--- src/rtl/fpa_pkg.sv ---
`timescale 1ns / 1ps

package fpa_pkg;

   // Operation codes
   typedef enum logic [3:0] {
      MODE_ADD     = 4'd0,
      MODE_SUB     = 4'd1,
      MODE_MUL     = 4'd2,
      MODE_DIV     = 4'd3,
      MODE_GT      = 4'd4,
      MODE_LT      = 4'd5,
      MODE_GE      = 4'd6,
      MODE_LE      = 4'd7,
      MODE_EQ      = 4'd8,
      MODE_NE      = 4'd9,
      MODE_MIN     = 4'd10,
      MODE_MAX     = 4'd11,
      MODE_INC     = 4'd12,
      MODE_DEC     = 4'd13,
      MODE_TOINT   = 4'd14,
      MODE_FROMINT = 4'd15
   } mode_type;

   // Result status codes
   typedef enum logic [1:0] {
      ST_OK  = 2'd0,
      ST_OVF = 2'd1,
      ST_DZ  = 2'd2
   } status_type;

   localparam int DATA_BITS = 32;

   // Per-item info that rides alongside the divider stages
   typedef struct packed {
      mode_type              mode;
      logic [DATA_BITS-1:0]  result;
      logic                  cmp;
      status_type            status;
      logic                  neg;
   } side_type;

endpackage

--- src/rtl/fpa_front.sv ---
`timescale 1ns / 1ps

// Three front stages: operand capture, simple ops plus multiply and divider
// operand setup, multiply rounding.
module fpa_front #(
   parameter int FRAC_BITS = 8,
   parameter int WORD_BITS = 32,
   parameter int NW        = WORD_BITS + FRAC_BITS + 1,
   parameter int DW        = WORD_BITS + 1
) (
   input  logic                 clock,
   input  logic                 reset,
   input  logic                 en,
   input  logic                 in_valid,
   input  logic [3:0]           in_mode,
   input  logic signed [31:0]   in_a,
   input  logic signed [31:0]   in_b,
   output logic                 out_valid,
   output fpa_pkg::side_type    out_side,
   output logic [NW-1:0]        out_num,
   output logic [DW-1:0]        out_den
);

   localparam logic signed [33:0] WMAX34 = 34'((64'sd1 <<< (WORD_BITS - 1)) - 64'sd1);
   localparam logic signed [33:0] WMIN34 = -WMAX34 - 34'sd1;
   localparam logic signed [49:0] WMAX50 = 50'(WMAX34);
   localparam logic signed [49:0] WMIN50 = 50'(WMIN34);
   localparam logic [63:0] HALF = (FRAC_BITS > 0) ? (64'd1 << (FRAC_BITS - 1)) : 64'd0;
   localparam logic [63:0] LIM_POS = (64'd1 << (WORD_BITS - 1)) - 64'd1;
   localparam logic [63:0] LIM_NEG = 64'd1 << (WORD_BITS - 1);

   // Stage A: sign-extend the low word of each operand
   logic                 va_ff;
   fpa_pkg::mode_type    mode_a_ff;
   logic signed [31:0]   a_ff, b_ff;

   always_ff @(posedge clock) begin
      if (reset) begin
         va_ff <= 1'b0;
      end else if (en) begin
         va_ff <= in_valid;
      end
   end

   always_ff @(posedge clock) begin
      if (en) begin
         mode_a_ff <= fpa_pkg::mode_type'(in_mode);
         a_ff      <= 32'($signed(in_a[WORD_BITS-1:0]));
         b_ff      <= 32'($signed(in_b[WORD_BITS-1:0]));
      end
   end

   // Stage B: simple ops, magnitudes, multiply
   logic signed [33:0]   sum, dif, incv, decv, simple34;
   logic signed [49:0]   fromint;
   logic [31:0]          ma, mb;
   logic [63:0]          prod_in;
   logic [31:0]          res_b_in;
   logic                 cmp_b_in;
   fpa_pkg::status_type  st_b_in;

   always_comb begin
      sum  = 34'(a_ff) + 34'(b_ff);
      dif  = 34'(a_ff) - 34'(b_ff);
      incv = 34'(a_ff) + 34'sd1;
      decv = 34'(a_ff) - 34'sd1;
      fromint = 50'(a_ff) <<< FRAC_BITS;
      ma = a_ff[31] ? 32'(-a_ff) : 32'(a_ff);
      mb = b_ff[31] ? 32'(-b_ff) : 32'(b_ff);
      prod_in = 64'(ma) * 64'(mb);
      res_b_in = '0;
      cmp_b_in = 1'b0;
      st_b_in  = fpa_pkg::ST_OK;
      simple34 = '0;
      case (mode_a_ff)
         fpa_pkg::MODE_ADD: simple34 = sum;
         fpa_pkg::MODE_SUB: simple34 = dif;
         fpa_pkg::MODE_INC: simple34 = incv;
         fpa_pkg::MODE_DEC: simple34 = decv;
         default:           simple34 = '0;
      endcase
      case (mode_a_ff)
         fpa_pkg::MODE_ADD, fpa_pkg::MODE_SUB, fpa_pkg::MODE_INC,
         fpa_pkg::MODE_DEC: begin
            if (simple34 > WMAX34) begin
               res_b_in = 32'(WMAX34);
               st_b_in  = fpa_pkg::ST_OVF;
            end else if (simple34 < WMIN34) begin
               res_b_in = 32'(WMIN34);
               st_b_in  = fpa_pkg::ST_OVF;
            end else begin
               res_b_in = 32'(simple34);
            end
         end
         fpa_pkg::MODE_FROMINT: begin
            if (fromint > WMAX50) begin
               res_b_in = 32'(WMAX50);
               st_b_in  = fpa_pkg::ST_OVF;
            end else if (fromint < WMIN50) begin
               res_b_in = 32'(WMIN50);
               st_b_in  = fpa_pkg::ST_OVF;
            end else begin
               res_b_in = 32'(fromint);
            end
         end
         fpa_pkg::MODE_GT:    cmp_b_in = a_ff >  b_ff;
         fpa_pkg::MODE_LT:    cmp_b_in = a_ff <  b_ff;
         fpa_pkg::MODE_GE:    cmp_b_in = a_ff >= b_ff;
         fpa_pkg::MODE_LE:    cmp_b_in = a_ff <= b_ff;
         fpa_pkg::MODE_EQ:    cmp_b_in = a_ff == b_ff;
         fpa_pkg::MODE_NE:    cmp_b_in = a_ff != b_ff;
         fpa_pkg::MODE_MIN:   res_b_in = (a_ff < b_ff) ? a_ff : b_ff;
         fpa_pkg::MODE_MAX:   res_b_in = (a_ff > b_ff) ? a_ff : b_ff;
         fpa_pkg::MODE_TOINT: res_b_in = 32'(a_ff >>> FRAC_BITS);
         fpa_pkg::MODE_DIV: begin
            // divide by zero saturates by the sign of the dividend
            if (mb == '0) begin
               st_b_in = fpa_pkg::ST_DZ;
               if (a_ff > 0) begin
                  res_b_in = 32'(WMAX34);
               end else if (a_ff < 0) begin
                  res_b_in = 32'(WMIN34);
               end
            end
         end
         default: res_b_in = '0;
      endcase
   end

   logic                 vb_ff;
   fpa_pkg::mode_type    mode_b_ff;
   logic [31:0]          res_b_ff;
   logic                 cmp_b_ff;
   fpa_pkg::status_type  st_b_ff;
   logic                 neg_b_ff;
   logic [63:0]          prod_ff;
   logic [NW-1:0]        num_b_ff;
   logic [DW-1:0]        den_b_ff;

   always_ff @(posedge clock) begin
      if (reset) begin
         vb_ff <= 1'b0;
      end else if (en) begin
         vb_ff <= va_ff;
      end
   end

   always_ff @(posedge clock) begin
      if (en) begin
         mode_b_ff <= mode_a_ff;
         res_b_ff  <= res_b_in;
         cmp_b_ff  <= cmp_b_in;
         st_b_ff   <= st_b_in;
         neg_b_ff  <= a_ff[31] ^ b_ff[31];
         prod_ff   <= prod_in;
         // rounded divide: (2*num + den) / (2*den)
         num_b_ff  <= NW'((64'(ma) << (FRAC_BITS + 1)) + 64'(mb));
         den_b_ff  <= DW'(64'(mb) << 1);
      end
   end

   // Stage C: round and clamp the product
   logic [63:0]        q_mul, lim;
   fpa_pkg::side_type  side_in;

   always_comb begin
      q_mul = (prod_ff + HALF) >> FRAC_BITS;
      lim   = neg_b_ff ? LIM_NEG : LIM_POS;
      side_in.mode   = mode_b_ff;
      side_in.result = res_b_ff;
      side_in.cmp    = cmp_b_ff;
      side_in.status = st_b_ff;
      side_in.neg    = neg_b_ff;
      if (mode_b_ff == fpa_pkg::MODE_MUL) begin
         if (q_mul > lim) begin
            side_in.status = fpa_pkg::ST_OVF;
            side_in.result = neg_b_ff ? 32'(WMIN34) : 32'(WMAX34);
         end else begin
            side_in.result = neg_b_ff ? 32'(-q_mul) : 32'(q_mul);
         end
      end
   end

   always_ff @(posedge clock) begin
      if (reset) begin
         out_valid <= 1'b0;
      end else if (en) begin
         out_valid <= vb_ff;
      end
   end

   always_ff @(posedge clock) begin
      if (en) begin
         out_side <= side_in;
         out_num  <= num_b_ff;
         out_den  <= den_b_ff;
      end
   end

endmodule

--- config.mk ---
export PLATFORM = sky130hd
export DESIGN_NAME = fpa_front
export DESIGN_NICKNAME = d
export VERILOG_FILES = /design/src/rtl/fpa_pkg.sv /design/src/rtl/fpa_front.sv
export SDC_FILE = /design/constraint.sdc
export NUM_CORES = 2
export LEC_CHECK = 0
export BUFFER_PORTS_ARGS = -buffer_cell sky130_fd_sc_hd__buf_2
export CORE_ASPECT_RATIO = 0.7
export CORE_MARGIN = 2
export CORE_UTILIZATION = 55
export CTS_BUF_LIST = sky130_fd_sc_hd__clkbuf_2 sky130_fd_sc_hd__clkbuf_4 sky130_fd_sc_hd__clkbuf_8
export CTS_CLUSTER_SIZE = 20
export DETAILED_ROUTE_END_ITERATION = 10
export GPL_TIMING_DRIVEN = 0
export PLACE_DENSITY = 0.81
export SYNTH_ARGS = -nofsm -noshare
export SYNTH_HDL_FRONTEND = slang
export SYNTH_SLANG_ARGS = --single-unit
--- constraint.sdc ---
create_clock -name clock -period 9.6 [get_ports clock]
set_input_delay 2.88 -clock clock [delete_from_list [all_inputs] [get_ports clock]]
set_output_delay 2.88 -clock clock [all_outputs]
set_load 0.05 [all_outputs]
## Word-level counts from Yosys, hierarchy flattened

Index checks and enable logic that the tools add are counted.

- Output and inout bits: 115
- Input port bits: 72
- Word-level logic and storage cells: 90
- Register bits after elaboration: 361

- Add/sub/neg operators: 9
- $lt $le $gt $ge: 11
- Eq/ne operators: 17
- Reductions and logical operators: 3
- Bitwise logic cells: 1
- Muxes and demuxes: 27
- Multiply operators: 1

Operators with widths:

| operator | count |
|---|---|
| 32-bit 2-to-1 mux | 16 |
| 32-bit one-hot mux with 6 select lines | 1 |
| 34-bit one-hot mux with 4 select lines | 1 |
| 32-bit negator | 3 |
| 64-bit by 8-bit adder with 64-bit output (second input constant) | 1 |
| 32-bit by 32-bit multiplier with 64-bit output | 1 |
| 56-bit by 32-bit greater-than comparator with 1-bit output | 1 |
| 41-bit by 32-bit adder with 41-bit output | 1 |
| 40-bit by 32-bit greater-than comparator with 1-bit output (second input constant) | 1 |
| 40-bit by 32-bit < comparator with 1-bit output (second input constant) | 1 |
| 34-bit by 32-bit greater-than comparator with 1-bit output (second input constant) | 1 |
| 34-bit by 32-bit < comparator with 1-bit output (second input constant) | 1 |
| 32-bit by 2-bit adder with 33-bit output (second input constant) | 1 |
| 32-bit by 32-bit adder with 33-bit output | 1 |
| 32-bit by 2-bit subtractor with 33-bit output (second input constant) | 1 |
| 32-bit by 32-bit subtractor with 33-bit output | 1 |
| 32-bit == test | 1 |
| 4-bit == test (second input constant) | 8 |
| 32-bit greater-or-equal comparator | 1 |
| 32-bit by 1-bit greater-than comparator with 1-bit output (second input constant) | 1 |
| 32-bit greater-than comparator | 1 |
| 32-bit less-or-equal comparator | 1 |
| 32-bit zero test | 1 |
| 32-bit by 1-bit < comparator with 1-bit output (second input constant) | 1 |
| other kinds (12) | 21 |

## Depth between registers and ports, before layout

- Word-level depth: 6
- Mapped depth: 41
- Mapped depth without buffers: 36

## Worst setup path after synthesis

OpenSTA, ideal clock, no wires.

- Path type: register to register
- From: reg b_ff[0]
- To: reg prod_ff[61] (data pin)
- Path buffers: 5
- Clock period less this slack: 10.515 ns
- Slack: -0.915 ns
- Arrival: 10.257 ns
- Required time: 9.342 ns
- Cell stages (with the launch flop): 40
- Library setup time: 0.258 ns
- Cell sequence: edfxtp_1 -> clkbuf_1 -> inv_1 -> clkbuf_1 -> ha_1 -> or4b_1 -> clkbuf_1 -> or4_4 -> clkbuf_1 -> o21ai_0 -> xnor2_1 -> clkinv_1 -> clkbuf_1 -> ha_1 -> fa_1 -> inv_1 -> fa_1 -> inv_1 -> [4 not listed] -> fa_1 -> fa_1 -> fa_1 -> inv_1 -> fa_1 -> inv_1 -> ha_1 -> a21oi_1 -> o21ai_0 -> a221o_1 -> a21oi_1 -> o21ai_0 -> o2111ai_1 -> a31oi_1 -> a41o_1 -> a21bo_2 -> a31oi_1 -> xnor2_1

- Longest elaborated chain between the ends: 3

RTL lines:

| element | line | source |
|---|---|---|
| start, declared | fpa_front.sv:35 | `logic signed [31:0] a_ff, b_ff;` |
| start signal, assigned | fpa_front.sv:49 | `b_ff <= 32'($signed(in_b[WORD_BITS-1:0]));` |
| 32-bit negator | fpa_front.sv:69 | `mb = b_ff[31] ? 32'(-b_ff) : 32'(b_ff);` |
| 32-bit 2-to-1 mux | fpa_front.sv:69 |  |
| net mb[18] | fpa_front.sv:56 | `logic [31:0] ma, mb;` |
| 32-bit by 32-bit multiplier with 64-bit output | fpa_front.sv:70 | `prod_in = 64'(ma) * 64'(mb);` |
| net prod_in[61] | fpa_front.sv:57 | `logic [63:0] prod_in;` |
| end signal, assigned | fpa_front.sv:155 | `prod_ff <= prod_in;` |
| end, declared | fpa_front.sv:136 | `logic [63:0] prod_ff;` |

The timed path passes the listed nets, and every way through them passes these cells.
A chain may end at the register's enable or synchronous reset.

## Final worst setup path

- From: reg b_ff[21]
- To: reg prod_ff[41] (data pin)

- Longest elaborated chain between the ends: 3

RTL lines:

| element | line |
|---|---|
| 32-bit negator | fpa_front.sv:69 |
| 32-bit 2-to-1 mux (*) | fpa_front.sv:69 |
| 32-bit by 32-bit multiplier with 64-bit output (*) | fpa_front.sv:70 |
| net prod_in[41] | fpa_front.sv:57 |

The timed path passes the listed nets; every way through them passes the cells marked *.

==> impl_results.md <==
- TritonRoute pass-1 iters: 11
- Crit Path Class: flip-flop to flip-flop
- Adder-cell area share of the yosys netlist: between 40% and 50%
- Post-synthesis mux area share: 0.893%
- Core area: just under 100,000 um^2
- Min setup slack post-route: -851 ps
- Port Buf Inserts: 185
- Failing checks: setup timing
- Slew headroom: 11.6%
- CP Capture Type: flip-flop
- Met1 usage in global routing: roughly 57%
- Final WL: ~220 mm
- WP data required: 10,110 ps
- Post-synth cell types: 95
- Post-synthesis cell count: approximately 5,800
- Cell Area, Synth: about 53,000 um^2
- Crit start category: flip-flop
- Async SR Flop Fraction: 0%
- Worst Skew: between 40 and 50 ps
- Largest family of logic cells by synthesized area: adder cells
- Final hold vios: 0
- Synthesized net count: ~7,000
- Finished Cell Area: around 62,000 um^2
- Antenna violations before repair: 15
- Min Tclk post-route: around 10,000 ps
- CTS Root Buffer Type: clkbuf_8
- ANT nets after route: 0
- Hold/Removal Path Class: flip-flop to flip-flop
- Period utilization: 109%
- Final setup viols: 28
- Placer congestion estimate: 1.12
- Per-cell routed wire length: between 20 and 30 um
- Clock Pin Slew Worst Setup and Hold Paths: around 70 ps
- Most used routing layer: met1
- Final routed DRC violation total: 0
- Most used DFF post-synth: edfxtp_1
- XOR/XNOR share of the synthesized area: around 4.3%
- Max Root-Sink Buffers: 3
- Via/cell ratio: between 6 and 7
- Via Count: 48,200
- Ys Warns: 0
- Simple-gate share of the synthesized area: 14.3%
- Register area share after synthesis: between 10% and 20%
- Post-DP HPWL: 165 mm
- H-tree levels: 2
- Clock Latency Late Sink: about 790 ps
- CTS tree: done
- Gr usage total: between 40% and 50%
- CP Data Arrival Time: around 11,000 ps
- Worst slew pin tran: approximately 1300 ps
- Overflow after GRT: 0
- Final core occ: 64.7%
- Synthesized flop and latch total: approximately 340
- Grt met2 use: about 55%
- Max-Cap Viols: 0
- Status: finished, violations left
- Most used cell, CP: fa_1
- Die area: approximately 100,000 um^2
- Die width: between 300 and 400 um
- Slowest CP cell: or4_1
- Post-Syn Area per Cell: just over 9 um^2
- RSZ-0062 raised after global routing: yes
- Setup WS pre-CTS: -3550 ps
- Area after DPL: about 56,000 um^2
- CP max FO: 10
- I/O pin count: roughly 190
- Initial Util: 55.6%
- Area grow syn2layout: 16.4%
- Met3 Resource Use GR: roughly 25%
- First-pass GRT wire length: between 300 and 400 mm
- Post-Layout Cell Count: between 7,000 and 8,000
- DRT iter0 DRCs: roughly 7,300
- Crit path largest cell delay: approximately 680 ps
- Die Ht: about 260 um
- Complex-gate fraction of the synthesized area: 9.32%
- Number of synthesized flops with an enable pin: about 330
- Final Net Count: between 7,000 and 8,000
- Cell Rows: 95
- Slew Limit Fails: 0
- Largest net degree at the start of global routing: ~130
- Vias in the first global route: 46,400
- Share of cells above drive strength 1: between 10% and 20%
- Max Clock Freq: between 90 and 100 MHz
- Post-Place Cells: between 7,000 and 8,000
- Sink Count: between 300 and 400
- TritonCTS buffer count: between 50 and 60
==> registers in the layout (all words and copies together) (netlist names) <==
register,count
den_b_ff,23
cmp_b_ff,1
st_b_ff,2
vb_ff,1
b_ff,32
out_side,40
mode_a_ff,4
out_num,41
mode_b_ff,4
res_b_ff,32
a_ff,32
neg_b_ff,1
out_den,23
out_valid,1
num_b_ff,41
va_ff,1
prod_ff,57
==> logic make-up (layout without fill, tap and decap cells) <==
family,after synthesis,in the layout
compound gates,738,738
xor+xnor,260,260
fa+ha+maj,1283,1283
buf+inv,1354,1883
flops,336,336
mux,45,45
other cells,1,15
simple gates,1773,1773
==> final cells by class <==
type | instances | area [um^2]
Antenna cell | 14 | 35.0
Sequential cell | 336 | 10100
Inverter | 1065 | 4080
Clock buffer | 64 | 825
Clock inverter | 37 | 290
Multi-Input combinational cell | 4100 | 40100
Buffer | 279 | 1900
Tap cell | 1261 | 1580
Fill cell | 7706 | 33900
Timing Repair Buffer | 438 | 3230
==> repair_timing <==
item                                    in CTS  in global routing
endpoints found under the setup margin      53                 42
gates resized for setup                    442                254
cloned                                       1                  1
hold buffers                                 0                  0
pin swaps                                  111                154
buffers inserted                           121                118
==> per-layer routing <==
layer	wire, um	vias to the layer above
met5	590	-
met4	13000	26
li1	-	19500
met1	79500	23600
met3	41900	901
met2	81500	4208
==> synth_stat cells (8+ instances only) <==
cell type  number  area (um^2)
inv_1        1048         3930
fa_1          898        18000
nor2_1        705         2650
nand2_1       668         2510
ha_1          385         4820
edfxtp_1      333        10000
clkbuf_1      259          972
a21oi_1       207         1040
xnor2_1       176         1540
o21ai_0       115          576
xor2_1         83          727
a21o_1         81          608
nand3_1        77          385
nand4_1        53          332
nor3_1         50          250
and2_1         35          219
a211oi_1       31          233
o211ai_1       30          225
and3_1         29          181
nand2b_1       26          163
a31oi_1        25          156
o21a_1         25          188
o31ai_1        25          188
mux2i_1        24          240
a22oi_1        22          165
nor4_1         21          131
mux2_2         20          225
and4_1         17          149
nor2b_1        17          106
or3_1          17          106
buf_1          15         56.3
o21bai_1       15          113
o221ai_1       15          131
or4_1          14          105
clkinv_1       13         48.8
a221oi_1       12          105
a311oi_1       12          105
o41ai_1        12          105
a21boi_0       10         75.1
buf_4          10         75.1
or2_2           9         56.3
a222oi_1        8         80.1
o22ai_1         8         50.1
==> critical path: cells and delay by family (launching register included) <==
family                   cells  cell delay (ps)
AO/OA/AOI/OAI                5             1020
XOR/XNOR                     2             1160
flip-flops                   1              510
buffers and inverters        8             1260
adder cells (fa/ha/maj)      9             4390
AND/OR/NAND/NOR              6             1820
==> worst paths after layout <==
path	startpoint	endpoint	slack (ps)	cells past startpoint
max	b_ff[21]	prod_ff[41]	-850	30
min	den_b_ff[23]	out_den[23]	410	0
max reg2reg	b_ff[21]	prod_ff[41]	-850	30
min reg2reg	den_b_ff[23]	out_den[23]	410	0
==> layout by cell type (no fill, tap or decap), types with 23 or more instances in the layout <==
cell,count
a21o_1,80
xor2_1,65
o21a_1,25
mux2i_1,23
a211oi_1,29
clkbuf_1,120
fa_2,24
fa_1,874
clkbuf_8,68
inv_2,35
buf_4,211
o21ai_0,95
inv_1,1004
buf_2,204
clkbuf_2,55
ha_1,357
nand3_1,74
and2_1,34
nand4_1,53
clkbuf_4,29
xnor2_1,141
and3_1,28
buf_6,39
nand2b_1,26
edfxtp_1,333
a21oi_1,187
nand2_1,662
nor2_1,691
nor3_1,47
o211ai_1,30
==> per-stage QoR <==
stage / TNS, ps / hold WS (ps)
after floorplan: 0 / 400
after global placement: -142680 / 401
after detailed placement: -136280 / 405
after CTS: -13860 / 413
after global routing: -18800 / 418
final: -17040 / 413
Power is not shown: default switching activity piles up to over one toggle a cycle in this logic, so the estimate is an artifact.
